## src/hw/rtl/cpa_pkg.sv

```systemverilog
package cpa_pkg;

  localparam int WORD_W             = 32;
  localparam int BIT_W              = $clog2(WORD_W);
  localparam int PAGE_COUNT_W       = 11;
  localparam int ADDR_W             = 32;

  localparam int PAGE_TOTAL_DEF     = 1024;
  localparam int RESERVED_PAGES_DEF = 8;
  localparam int PAGE_SHIFT_DEF     = 12;

  localparam logic KIND_ALLOC = 1'b0;

  typedef struct packed {
    logic             hit;
    logic [BIT_W-1:0] bit_idx;
  } search_res_t;

endpackage

```

## src/hw/rtl/cpa_map_ram.sv

```systemverilog
module cpa_map_ram #(
  parameter int WORDS   = 32,
  parameter int WADDR_W = 5
) (
  input  logic                       clk_i,
  input  logic                       we_i,
  input  logic [WADDR_W-1:0]         waddr_i,
  input  logic [cpa_pkg::WORD_W-1:0] wdata_i,
  input  logic                       re_i,
  input  logic [WADDR_W-1:0]         raddr_i,
  output logic [cpa_pkg::WORD_W-1:0] rdata_o
);
  import cpa_pkg::*;

  logic [WORD_W-1:0] mem_q [WORDS];
  logic [WORD_W-1:0] rdata_q;

  always_ff @(posedge clk_i) begin
    if (we_i) begin
      mem_q[waddr_i] <= wdata_i;
    end
  end

  always_ff @(posedge clk_i) begin
    if (re_i) begin
      rdata_q <= mem_q[raddr_i];
    end
  end

  assign rdata_o = rdata_q;

endmodule

```

## src/hw/rtl/cpa_word_search.sv

```systemverilog
module cpa_word_search #(
  parameter int RUN_W = 11
) (
  input  logic [cpa_pkg::WORD_W-1:0]       used_i,
  input  logic [RUN_W-1:0]                 run_i,
  input  logic [cpa_pkg::PAGE_COUNT_W-1:0] count_i,
  output cpa_pkg::search_res_t             res_o,
  output logic [RUN_W-1:0]                 run_o
);
  import cpa_pkg::*;

  localparam int CW = (RUN_W > PAGE_COUNT_W ? RUN_W : PAGE_COUNT_W) + 1;

  logic [WORD_W-1:0] thermo;
  logic [WORD_W-1:0] hit;
  logic [BIT_W-1:0]  hi_used;

  always_comb begin
    for (int k = 0; k < WORD_W; k++) begin
      thermo[k] = (CW'(count_i) > CW'(k));
    end
  end

  // A bit is a hit when the window of the requested length ending there is free,
  // and the free run carried in from earlier words makes up any shortfall.
  always_comb begin
    logic [WORD_W-1:0] win;
    win = '0;
    for (int i = 0; i < WORD_W; i++) begin
      win = '0;
      for (int j = 0; j <= i; j++) begin
        win[j] = thermo[i-j];
      end
      hit[i] = ~|(used_i & win) && ((CW'(run_i) + CW'(i + 1)) >= CW'(count_i));
    end
  end

  always_comb begin
    res_o.hit     = |hit;
    res_o.bit_idx = '0;
    for (int i = WORD_W - 1; i >= 0; i--) begin
      if (hit[i]) begin
        res_o.bit_idx = BIT_W'(i);
      end
    end
  end

  always_comb begin
    hi_used = '0;
    for (int i = 0; i < WORD_W; i++) begin
      if (used_i[i]) begin
        hi_used = BIT_W'(i);
      end
    end
    if (used_i == '0) begin
      run_o = run_i + RUN_W'(WORD_W);
    end else begin
      run_o = RUN_W'(BIT_W'(WORD_W - 1) - hi_used);
    end
  end

endmodule

```

## src/hw/rtl/contiguous_page_allocator_unit.sv

```systemverilog
// Channel   Direction  Handshake                Payload
// in        input      in_valid_i / in_stall_o  kind_i, page_count_i, free_address_i
// out       output     out_valid_o / out_stall_i ok_o, block_address_o
// cfg       input      cfg_we_i                 cfg_wdata_i (base address)
//
// The page map is held in words of 32 pages in a single-port-read RAM.
// After reset a clearing pass of one word per cycle loads it.
// A free reads the page's word and clears its bit if set, or goes straight to the
// response when the page lies outside the pool. An allocate scans the words in turn
// and on success marks each word of the run; a zero or oversized count is refused.
// One item is in work at a time; a finished result waits in the output register.
module contiguous_page_allocator_unit #(
  parameter int PAGE_TOTAL     = cpa_pkg::PAGE_TOTAL_DEF,
  parameter int RESERVED_PAGES = cpa_pkg::RESERVED_PAGES_DEF,
  parameter int PAGE_SHIFT     = cpa_pkg::PAGE_SHIFT_DEF
) (
  input  logic                             clk_i,
  input  logic                             rst_ni,
  input  logic                             cfg_we_i,
  input  logic [cpa_pkg::ADDR_W-1:0]       cfg_wdata_i,
  input  logic                             in_valid_i,
  output logic                             in_stall_o,
  input  logic                             kind_i,
  input  logic [cpa_pkg::PAGE_COUNT_W-1:0] page_count_i,
  input  logic [cpa_pkg::ADDR_W-1:0]       free_address_i,
  output logic                             out_valid_o,
  input  logic                             out_stall_i,
  output logic                             ok_o,
  output logic [cpa_pkg::ADDR_W-1:0]       block_address_o
);
  import cpa_pkg::*;

  localparam int WORDS   = (PAGE_TOTAL + WORD_W - 1) / WORD_W;
  localparam int WADDR_W = (WORDS > 1) ? $clog2(WORDS) : 1;
  localparam int PIX_W   = WADDR_W + BIT_W;
  localparam int RUN_W   = $clog2(PAGE_TOTAL + 1);
  localparam int SUM_W   = (PIX_W > PAGE_COUNT_W ? PIX_W : PAGE_COUNT_W) + 1;

  typedef enum logic [6:0] {
    ST_INIT    = 7'b0000001,
    ST_IDLE    = 7'b0000010,
    ST_SCAN    = 7'b0000100,
    ST_MARK_RD = 7'b0001000,
    ST_MARK_WR = 7'b0010000,
    ST_FREE    = 7'b0100000,
    ST_RESP    = 7'b1000000
  } state_e;

  state_e state_q, state_d;

  logic [ADDR_W-1:0]       base_q, base_d;
  logic [WADDR_W-1:0]      clr_q, clr_d;
  logic                    out_valid_q, out_valid_d;

  logic [PAGE_COUNT_W-1:0] n_q, n_d;
  logic [WADDR_W-1:0]      w_q, w_d;
  logic [RUN_W-1:0]        run_q, run_d;
  logic [PIX_W-1:0]        start_q, start_d;
  logic [PIX_W-1:0]        end_q, end_d;
  logic [PIX_W-1:0]        fidx_q, fidx_d;
  logic                    res_ok_q, res_ok_d;
  logic [ADDR_W-1:0]       res_addr_q, res_addr_d;
  logic                    out_ok_q, out_ok_d;
  logic [ADDR_W-1:0]       out_addr_q, out_addr_d;

  logic                    ram_we, ram_re;
  logic [WADDR_W-1:0]      ram_waddr, ram_raddr;
  logic [WORD_W-1:0]       ram_wdata, ram_rdata;

  search_res_t             srch;
  logic [RUN_W-1:0]        srch_run;

  logic [ADDR_W-1:0]       free_off;
  logic [ADDR_W-1:0]       free_page;
  logic                    free_in_range;
  logic [SUM_W-1:0]        hit_start;
  logic [WORD_W-1:0]       init_word;
  logic [WORD_W-1:0]       all_ones;
  logic [WORD_W-1:0]       lo_mask, hi_mask;
  logic                    in_acc, out_load;

  cpa_map_ram #(
    .WORDS   (WORDS),
    .WADDR_W (WADDR_W)
  ) u_map_ram (
    .clk_i   (clk_i),
    .we_i    (ram_we),
    .waddr_i (ram_waddr),
    .wdata_i (ram_wdata),
    .re_i    (ram_re),
    .raddr_i (ram_raddr),
    .rdata_o (ram_rdata)
  );

  cpa_word_search #(
    .RUN_W (RUN_W)
  ) u_word_search (
    .used_i  (ram_rdata),
    .run_i   (run_q),
    .count_i (n_q),
    .res_o   (srch),
    .run_o   (srch_run)
  );

  assign all_ones      = '1;
  assign in_stall_o    = (state_q != ST_IDLE);
  assign in_acc        = in_valid_i && !in_stall_o;
  assign out_load      = (state_q == ST_RESP) && (!out_valid_q || !out_stall_i);

  assign free_off      = free_address_i - base_q;
  assign free_page     = free_off >> PAGE_SHIFT;
  assign free_in_range = (free_page < ADDR_W'(PAGE_TOTAL));

  assign hit_start = SUM_W'({w_q, srch.bit_idx}) + SUM_W'(1) - SUM_W'(n_q);

  assign lo_mask = (w_q == start_q[PIX_W-1:BIT_W]) ?
                   (all_ones << start_q[BIT_W-1:0]) : all_ones;
  assign hi_mask = (w_q == end_q[PIX_W-1:BIT_W]) ?
                   (all_ones >> (BIT_W'(WORD_W - 1) - end_q[BIT_W-1:0])) : all_ones;

  always_comb begin
    for (int b = 0; b < WORD_W; b++) begin
      init_word[b] = (32'({clr_q, BIT_W'(b)}) < 32'(RESERVED_PAGES)) ||
                     (32'({clr_q, BIT_W'(b)}) >= 32'(PAGE_TOTAL));
    end
  end

  always_comb begin
    state_d     = state_q;
    base_d      = cfg_we_i ? cfg_wdata_i : base_q;
    clr_d       = clr_q;
    n_d         = n_q;
    w_d         = w_q;
    run_d       = run_q;
    start_d     = start_q;
    end_d       = end_q;
    fidx_d      = fidx_q;
    res_ok_d    = res_ok_q;
    res_addr_d  = res_addr_q;
    ram_we      = 1'b0;
    ram_waddr   = w_q;
    ram_wdata   = ram_rdata;
    ram_re      = 1'b0;
    ram_raddr   = w_q;

    unique case (state_q)
      ST_INIT: begin
        ram_we    = 1'b1;
        ram_waddr = clr_q;
        ram_wdata = init_word;
        clr_d     = clr_q + WADDR_W'(1);
        if (clr_q == WADDR_W'(WORDS - 1)) begin
          state_d = ST_IDLE;
        end
      end
      ST_IDLE: begin
        if (in_acc) begin
          res_ok_d   = 1'b0;
          res_addr_d = '0;
          n_d        = page_count_i;
          if (kind_i == KIND_ALLOC) begin
            if ((page_count_i == '0) ||
                (32'(page_count_i) > 32'(PAGE_TOTAL))) begin
              state_d = ST_RESP;
            end else begin
              ram_re    = 1'b1;
              ram_raddr = '0;
              w_d       = '0;
              run_d     = '0;
              state_d   = ST_SCAN;
            end
          end else begin
            fidx_d = free_page[PIX_W-1:0];
            if (free_in_range) begin
              ram_re    = 1'b1;
              ram_raddr = free_page[PIX_W-1:BIT_W];
              state_d   = ST_FREE;
            end else begin
              state_d = ST_RESP;
            end
          end
        end
      end
      ST_SCAN: begin
        if (srch.hit) begin
          start_d = hit_start[PIX_W-1:0];
          state_d = ST_MARK_RD;
        end else if (w_q == WADDR_W'(WORDS - 1)) begin
          state_d = ST_RESP;
        end else begin
          ram_re    = 1'b1;
          ram_raddr = w_q + WADDR_W'(1);
          w_d       = w_q + WADDR_W'(1);
          run_d     = srch_run;
        end
      end
      ST_MARK_RD: begin
        end_d      = PIX_W'(SUM_W'(start_q) + SUM_W'(n_q) - SUM_W'(1));
        res_ok_d   = 1'b1;
        res_addr_d = base_q + (ADDR_W'(start_q) << PAGE_SHIFT);
        ram_re     = 1'b1;
        ram_raddr  = start_q[PIX_W-1:BIT_W];
        w_d        = start_q[PIX_W-1:BIT_W];
        state_d    = ST_MARK_WR;
      end
      ST_MARK_WR: begin
        ram_we    = 1'b1;
        ram_waddr = w_q;
        ram_wdata = ram_rdata | (lo_mask & hi_mask);
        if (w_q == end_q[PIX_W-1:BIT_W]) begin
          state_d = ST_RESP;
        end else begin
          ram_re    = 1'b1;
          ram_raddr = w_q + WADDR_W'(1);
          w_d       = w_q + WADDR_W'(1);
        end
      end
      ST_FREE: begin
        if (ram_rdata[fidx_q[BIT_W-1:0]]) begin
          ram_we    = 1'b1;
          ram_waddr = fidx_q[PIX_W-1:BIT_W];
          ram_wdata = ram_rdata & ~(WORD_W'(1) << fidx_q[BIT_W-1:0]);
          res_ok_d  = 1'b1;
        end
        state_d = ST_RESP;
      end
      ST_RESP: begin
        if (out_load) begin
          state_d = ST_IDLE;
        end
      end
      default: begin
        state_d = ST_IDLE;
      end
    endcase
  end

  always_comb begin
    out_ok_d    = out_ok_q;
    out_addr_d  = out_addr_q;
    out_valid_d = out_valid_q && out_stall_i;
    if (out_load) begin
      out_valid_d = 1'b1;
      out_ok_d    = res_ok_q;
      out_addr_d  = res_addr_q;
    end
  end

  always_ff @(posedge clk_i or negedge rst_ni) begin
    if (!rst_ni) begin
      state_q     <= ST_INIT;
      base_q      <= '0;
      clr_q       <= '0;
      out_valid_q <= 1'b0;
    end else begin
      state_q     <= state_d;
      base_q      <= base_d;
      clr_q       <= clr_d;
      out_valid_q <= out_valid_d;
    end
  end

  always_ff @(posedge clk_i) begin
    n_q        <= n_d;
    w_q        <= w_d;
    run_q      <= run_d;
    start_q    <= start_d;
    end_q      <= end_d;
    fidx_q     <= fidx_d;
    res_ok_q   <= res_ok_d;
    res_addr_q <= res_addr_d;
    out_ok_q   <= out_ok_d;
    out_addr_q <= out_addr_d;
  end

  assign out_valid_o     = out_valid_q;
  assign ok_o            = out_ok_q;
  assign block_address_o = out_addr_q;

endmodule
```

## config.mk

```make
export PLATFORM = sky130hd
export DESIGN_NAME = contiguous_page_allocator_unit
export DESIGN_NICKNAME = d
export VERILOG_FILES = /design/src/hw/rtl/cpa_pkg.sv /design/src/hw/rtl/cpa_map_ram.sv /design/src/hw/rtl/cpa_word_search.sv /design/src/hw/rtl/contiguous_page_allocator_unit.sv
export SDC_FILE = /design/constraint.sdc
export NUM_CORES = 2
export LEC_CHECK = 0
export ABC_AREA = 1
export BUFFER_PORTS_ARGS = -buffer_cell sky130_fd_sc_hd__buf_2
export CORE_MARGIN = 5
export CORE_UTILIZATION = 40
export CTS_CLUSTER_DIAMETER = 30
export DETAILED_ROUTE_END_ITERATION = 16
export PLACE_DENSITY = 0.57
export SLEW_MARGIN = 10
export SYNTH_ARGS = -nofsm -noshare
export SYNTH_HDL_FRONTEND = slang
export SYNTH_SLANG_ARGS = --single-unit
```

## constraint.sdc

```tcl
create_clock -name clk_i -period 6.2 [get_ports clk_i]
set_input_delay 1.86 -clock clk_i [delete_from_list [all_inputs] [get_ports clk_i]]
set_output_delay 1.86 -clock clk_i [all_outputs]
set_load 0.03 [all_outputs]
```

After elaboration in Yosys (flattened, before gate mapping)
Memories as Yosys holds them, arrays and structs flattened. A register that Yosys moved wholly into a read port is not among the register bits.
Index checks and enable logic that the tools add are counted.
{"block": "totals", "register_bits": 168, "latch_bits": 0, "elab_cells": 431, "inputBits": 81, "mem_bits_rw": 1024, "n_memories": 1, "mem_bits_ro": 0}
{"memory": "u_map_ram.mem_q", "words": 32, "width": 32, "rd": 1, "rd_ports_with_merged_regs": 1, "wr": 1, "line_no": "cpa_map_ram.sv:15", "text": "logic [WORD_W-1:0] mem_q [WORDS];"}
{"block": "classes", "div_mod_pow": 0, "n_mul": 0, "addsub": 43, "shift": 3, "eq_ne": 22, "mux": 117, "n_bitwise": 36, "magnitude_cmp": 75, "n_reduce_logical": 120}
{"operator": "32-bit OR reduction", "count": 33}
{"operator": "12-bit by 11-bit >= comparator with 1-bit output", "count": 32}
{"operator": "5-bit two-way mux", "count": 58}
{"operator": "11-bit by 5-bit adder with 12-bit output (second input constant)", "count": 16}
{"operator": "11-bit by 5-bit > comparator with 1-bit output (second input constant)", "count": 16}
{"operator": "32-bit two-way mux", "count": 4}
{"operator": "11-bit by 4-bit adder with 12-bit output (second input constant)", "count": 8}
{"operator": "32-bit AND", "count": 3}
{"operator": "32-bit case mux with 3 select lines", "count": 1}
{"operator": "11-bit by 4-bit > comparator with 1-bit output (second input constant)", "count": 8}
{"operator": "10-bit by 4-bit < comparator with 1-bit output (second input constant)", "count": 8}
{"operator": "11-bit two-way mux", "count": 6}
{"operator": "32-bit case mux with 2 select lines", "count": 1}
{"operator": "7-bit two-way mux", "count": 9}
{"operator": "7-bit case mux with 7 select lines", "count": 1}
{"operator": "11-bit by 3-bit adder with 12-bit output (second input constant)", "count": 4}
{"operator": "11-bit by 3-bit > comparator with 1-bit output (second input constant)", "count": 4}
{"operator": "5-bit case mux with 4 select lines", "count": 2}
{"operator": "1-bit logical AND", "count": 35}
{"operator": "1-bit zero test", "count": 35}
{"operator": "32-bit by 22-bit adder with 32-bit output", "count": 1}
{"operator": "32-bit by 1-bit AND with 32-bit output", "count": 1}
{"operator": "32-bit by 10-bit AND with 32-bit output", "count": 1}
{"operator": "32-bit by 11-bit AND with 32-bit output", "count": 1}
{"operator": "83 further kinds", "count": 128}

Depth between registers and ports, before layout
{"block": "depth", "word_depth": 39, "ltp_mapped": 60}

Cells and area by module
From an unflattened synthesis, not the netlist that was laid out.
{"block": "unflattened", "cells_unflattened": 7379, "hier_area_um2": 68650.8}
{"mod": "cpa_map_ram", "seq_area_each_um2": 31710.4, "area_each_um2": 42726.0, "instances": 1, "cells_per_inst": 3536}
{"mod": "cpa_word_search", "seq_area_each_um2": 0.0, "area_each_um2": 13590.5, "instances": 1, "cells_per_inst": 2223}
{"mod": "contiguous_page_allocator_unit", "seq_area_each_um2": 4820.9, "area_each_um2": 12334.3, "instances": 1, "cells_per_inst": 1620}

Worst setup path before layout
OpenSTA, ideal clock, no wires.
{"block": "synth_path", "path_kind": "flip-flop to flip-flop", "start": "register run_q[5]", "end": "register start_q[9], data pin", "setup_time_ps": 262, "t_arrival_ps": 6219, "required_ps": 5938, "period_less_slack_ps": 6481, "path_stages_with_launch": 59, "path_slack_ps": -281, "path_cell_list": "edfxtp_1 ha_1 clkbuf_1 inv_1 buf_2 buf_2 nor2_1 clkinv_1 nor2_1 or2_2 clkbuf_1 inv_1 ha_1 nand2_1 nor3_1 nor3b_1 nor2_1 nor2_1 [... 23 more ...] nand2_1 nand2_1 nand2_1 nand2_1 nand2_1 nand2_1 a21oi_1 ha_1 ha_1 inv_1 fa_1 o21ai_0 a21oi_1 nor2_1 nor2_1 o21ai_0 a21oi_1 xor2_1"}
{"block": "synth_between", "elab_chain_len": 37}
{"element": "start, declared", "line_no": "contiguous_page_allocator_unit.sv:57", "text": "logic [RUN_W-1:0] run_q, run_d;"}
{"element": "start signal, assigned", "line_no": "contiguous_page_allocator_unit.sv:266", "text": "run_q <= run_d;"}
{"element": "11-bit by 6-bit adder with 12-bit output", "line_no": "cpa_word_search.sv:34", "text": "hit[i] = ~|(used_i & win) && ((CW'(run_i) + CW'(i + 1)) >= CW'(count_i));"}
{"element": "12-bit by 11-bit >= comparator with 1-bit output", "line_no": "cpa_word_search.sv:34"}
{"element": "1-bit logical AND", "line_no": "cpa_word_search.sv:34"}
{"element": "5-bit two-way mux (31 in series)", "line_no": "cpa_word_search.sv:42", "text": "if (hit[i]) begin"}
{"element": "5-bit two-way mux (*)", "line_no": "cpa_word_search.sv:42"}
{"element": "10-bit by 1-bit adder with 10-bit output (*)", "line_no": "contiguous_page_allocator_unit.sv:114", "text": "assign hit_start = SUM_W'({w_q, srch.bit_idx}) + SUM_W'(1) - SUM_W'(n_q);"}
{"element": "10-bit subtractor (*)", "line_no": "contiguous_page_allocator_unit.sv:114"}
{"element": "net hit_start[9]", "line_no": "contiguous_page_allocator_unit.sv:76", "text": "logic [SUM_W-1:0] hit_start;"}
{"element": "end signal, assigned", "line_no": "contiguous_page_allocator_unit.sv:267", "text": "start_q <= start_d;"}
{"element": "end, declared", "line_no": "contiguous_page_allocator_unit.sv:58", "text": "logic [PIX_W-1:0] start_q, start_d;"}
Mark *: on every way through the listed nets, which the timed path passes. The rest lies on a longest branch.
A chain may end at the register's enable or synchronous reset.

Worst setup path after layout
{"block": "layout_path", "start": "register n_q[2]", "end": "register start_q[9], data pin"}
{"block": "layout_between", "elab_chain_len": 39}
{"element": "start, declared", "line_no": "contiguous_page_allocator_unit.sv:55", "text": "logic [PAGE_COUNT_W-1:0] n_q, n_d;"}
{"element": "start signal, assigned", "line_no": "contiguous_page_allocator_unit.sv:264", "text": "n_q <= n_d;"}
{"element": "11-bit by 5-bit > comparator with 1-bit output (tied with other cells)", "line_no": "cpa_word_search.sv:20", "text": "thermo[k] = (CW'(count_i) > CW'(k));"}
{"element": "32-bit AND", "line_no": "cpa_word_search.sv:34"}
{"element": "32-bit OR reduction", "line_no": "cpa_word_search.sv:34"}
{"element": "1-bit zero test", "line_no": "cpa_word_search.sv:34"}
{"element": "1-bit logical AND", "line_no": "cpa_word_search.sv:34"}
{"element": "5-bit two-way mux (32 in series)", "line_no": "cpa_word_search.sv:42"}
{"element": "10-bit by 1-bit adder with 10-bit output", "line_no": "contiguous_page_allocator_unit.sv:114"}
{"element": "10-bit subtractor (*)", "line_no": "contiguous_page_allocator_unit.sv:114"}
{"element": "net hit_start[9]", "line_no": "contiguous_page_allocator_unit.sv:76"}
Marked as above.

==> metrics.md <==
| Metric | Value |
|---|---|
| Post-synthesis sequential area ratio | 52.5% |
| Avg Vias per Cell | approximately 5.5 |
| Area grow syn2layout | 28.2% |
| Non-filler cells, final | around 11000 |
| Synth cell count leaders | nand2_1, edfxtp_1, inv_1 |
| CP bufs+invs | 9 |
| Overall routing resource usage | approximately 27% |
| Outcome | complete, but fails checks |
| Vias in the first global route | between 50000 and 60000 |
| Syn. warnings | 0 |
| CTS buffer count | around 280 |
| Placed cell count | 10300 |
| Clk slew on worst S/H paths | around 50 ps |
| Crit start category | flip-flop |
| Rel. slew slack | between 15 and 20% |
| Largest driver fanout on the critical path | 7 |
| Leak Pwr | about 38 nW |
| Fmax | approximately 0.16 GHz |
| Row count | 153 |
| Period utilization | 101% |
| Layout cells sized above 1 | approximately a fifth |
| Setup tns final | -40.3 ps |
| I/O Buffers | 115 |
| Family with the most delay on the worst path | simple AND/OR/NAND/NOR gates |
| Routability congestion estimate | ~1.0 |
| Core area | 173000 um^2 |
| Worst slew pin tran | about 1200 ps |
| Failing checks | setup timing |
| Max Cap Viol | 0 |
| WP data required | roughly 6800 ps |
| Final hold violation count | 0 |
| Worst path slowest cell | nor4_1 |
| Hold-fix buffers at CTS | 0 |
| Drt pass-1 iters | 6 |
| Post-synth EDFFs | roughly 1200 |
| Mapped Nets | 8019 |
| Cells after synthesis | 7583 |
| Via Count | 59900 |
| Nets@finish | 8767 |
| Final WL | between 200000 and 300000 um |
| Leading cell type by number of instances after synthesis | nand2_1 |
| Yosys top cell area share | 50.8% |
| Area contributors post-synth | edfxtp_1, nand2_1, ha_1 |
| GR Overflow Total | 0 |
| Die ar. | around 180000 um^2 |
| Leading area contributor after synthesis | edfxtp_1 |
| Die Y | approximately 430 um |
| H-tree depth | 5 |
| Crit Path Class | reg2reg |
| CTS Root Cell | clkbuf_16 |
| Antenna Nets Post-Route | 0 |
| Clock sink count | between 1000 and 1500 |
| Worst path arrival time | 6810 ps |
| Peak VDD IR | between 0.0006 and 0.0007 V |
| Number of remaining DRC errors | 0 |
| TritonCTS clock tree | done |
| Endpoint class of the critical path | flip-flop |
| Clk_skew | between 90 and 100 ps |
| Synth Cell Area | roughly 70000 um^2 |
| Mean Syn Cell Area | slightly above 9 um^2 |
| Max Root-Sink Buffers | 4 |
| CP peak stage delay | 750 ps |
| Largest net degree at the start of global routing | a little under 90 |
| Unique cell type count in the Yosys netlist | 60 |
| FFs w/ async S/R, synth | under 10% |
| Pre-CTS setup slack | -493 ps |
| Io pins | 116 |
| Chip Width | roughly 430 um |
| Initial antenna violation count | 0 |
| Initial Utilization | 40.1% |
| PnR worst setup slack | -40.3 ps |
| Global-route wire length before repair | roughly 370000 um |
| Detailed-placement wirelength estimate | 164000 um |
| Final count of pins violating max slew | 0 |
| Ant. Diodes | 0 |
| Fin crit period | approximately 6200 ps |
| Fillers | 15800 |
| Clk_lat worst skew | 890 ps |
| Ys flop type | edfxtp_1 |
| Worst hold slack | roughly 400 ps |
| P per Cell Area | 562 nW/um^2 |
| Drt initial violations | between 6000 and 7000 |
| Tightest Hold Check Type | reg2reg |
| Drt wl/cell | roughly 24 um |
| Synth Register Bits | roughly 1200 |
| CP most frequent cell | nor2_1 |
| RSZ-0062 raised after global routing | yes |
| Setup-failing EPs final | 1 |
## state kept, by name (all words and copies together), names as in the netlist
signal             count
state_q                7
block_address_o       32
res_ok_q               1
ok_o                   1
run_q                 11
base_q                32
n_q                   11
out_valid_o            1
u_map_ram.rdata_o     32
fidx_q                10
res_addr_q            32
w_q                    5
clr_q                  5
u_map_ram.mem_q     1024
end_q                 10
start_q               10
## final cells by class
cell class / instances / area [um^2] / share of cell area [%]
clock buffer: 314 / 7160 / 8.02
clock inverter: 161 / 1930 / 2.16
inverter: 887 / 3370 / 3.77
multi-input combinational: 5068 / 29300 / 32.9
sequential: 1224 / 36500 / 40.9
tap: 2325 / 2910 / 3.26
timing repair buffer: 875 / 8030 / 9.00
## where the power goes
part / leakage [nW] / internal [W] / switching [W]
logic: 22.3 / 0.00913 / 0.0161
registers: 11.2 / 0.0102 / 0.000370
clock network: 4.39 / 0.00986 / 0.00447
## path summary, 6_finish.rpt
kind,depth (start not counted),from,endpoint,slack [ps]
max reg2reg,38,n_q[2],start_q[9],-40
max,38,n_q[2],start_q[9],-40
min,0,res_addr_q[14],block_address_o[14],400
max in group asynchronous,2,rst_ni,clr_q[3],4580
min in group asynchronous,2,rst_ni,base_q[26],1120
min reg2reg,0,res_addr_q[14],block_address_o[14],400
## worst reg2reg max path, delay by kind of cell, from the launching register on
family          cells  cell delay, ps
compound gates      7             830
xor+xnor            1             140
fa+ha+maj           3             760
buf+inv             9            1490
flops               1             410
simple gates       18            2360
## placed cells by master, fill, tap and decap left out, drive strengths merged, types with 13 or more instances in the layout
cell type / n
nand2: 1843
edfxtp: 1179
inv: 883
buf: 868
nand3: 840
nor2: 418
ha: 352
clkbuf: 321
a21oi: 288
o21ai: 266
nand3b: 258
xor2: 202
o22ai: 162
clkinv: 102
o211ai: 57
a31oi: 49
nor3: 48
nand4: 46
dfrtp: 44
bufinv: 40
nor4: 35
a211oi: 34
clkinvlp: 23
a21o: 21
a221oi: 20
a22oi: 18
xnor2: 15
o2111ai: 15
o221ai: 13
## metal layers
| layer | GRT usage, % | routed length [um] |
|---|---|---|
| met5 | 0 | 0 |
| met3 | 4.99 | 20900 |
| met2 | 43.0 | 117000 |
| met1 | 36.7 | 107000 |
| met4 | 10.6 | 10100 |
## cells by family (layout without fill, tap and decap cells)
| kind of cell | count (synthesis) | in the layout | synth area share (%) |
|---|---|---|---|
| adder cells (fa/ha/maj) | 355 | 355 | 6.41 |
| AO/OA/AOI/OAI | 1000 | 1000 | 8.57 |
| XOR/XNOR | 217 | 217 | 2.73 |
| AND/OR/NAND/NOR | 3496 | 3496 | 22.4 |
| flip-flops | 1224 | 1224 | 52.5 |
| buffers and inverters | 1291 | 2237 | 7.42 |
## what timing repair did
action / CTS / global route
setup endpoints to repair: 32 / 39
gates resized for setup: 29 / 283
buffers inserted: 6 / 25
pin swaps: 5 / 85
cloned: 0 / 8
## through the flow
step                total power [W]  area [um^2]  util [%]
finish                       0.0501        89200      51.5
global route                 0.0528        89200      51.5
CTS                          0.0490        87800      50.6
detailed placement           0.0344        78600      45.3
global placement             0.0342        78600      45.3
floorplan                    0.0242        69600         -
Note: power is estimated with default switching activity, not from simulation.
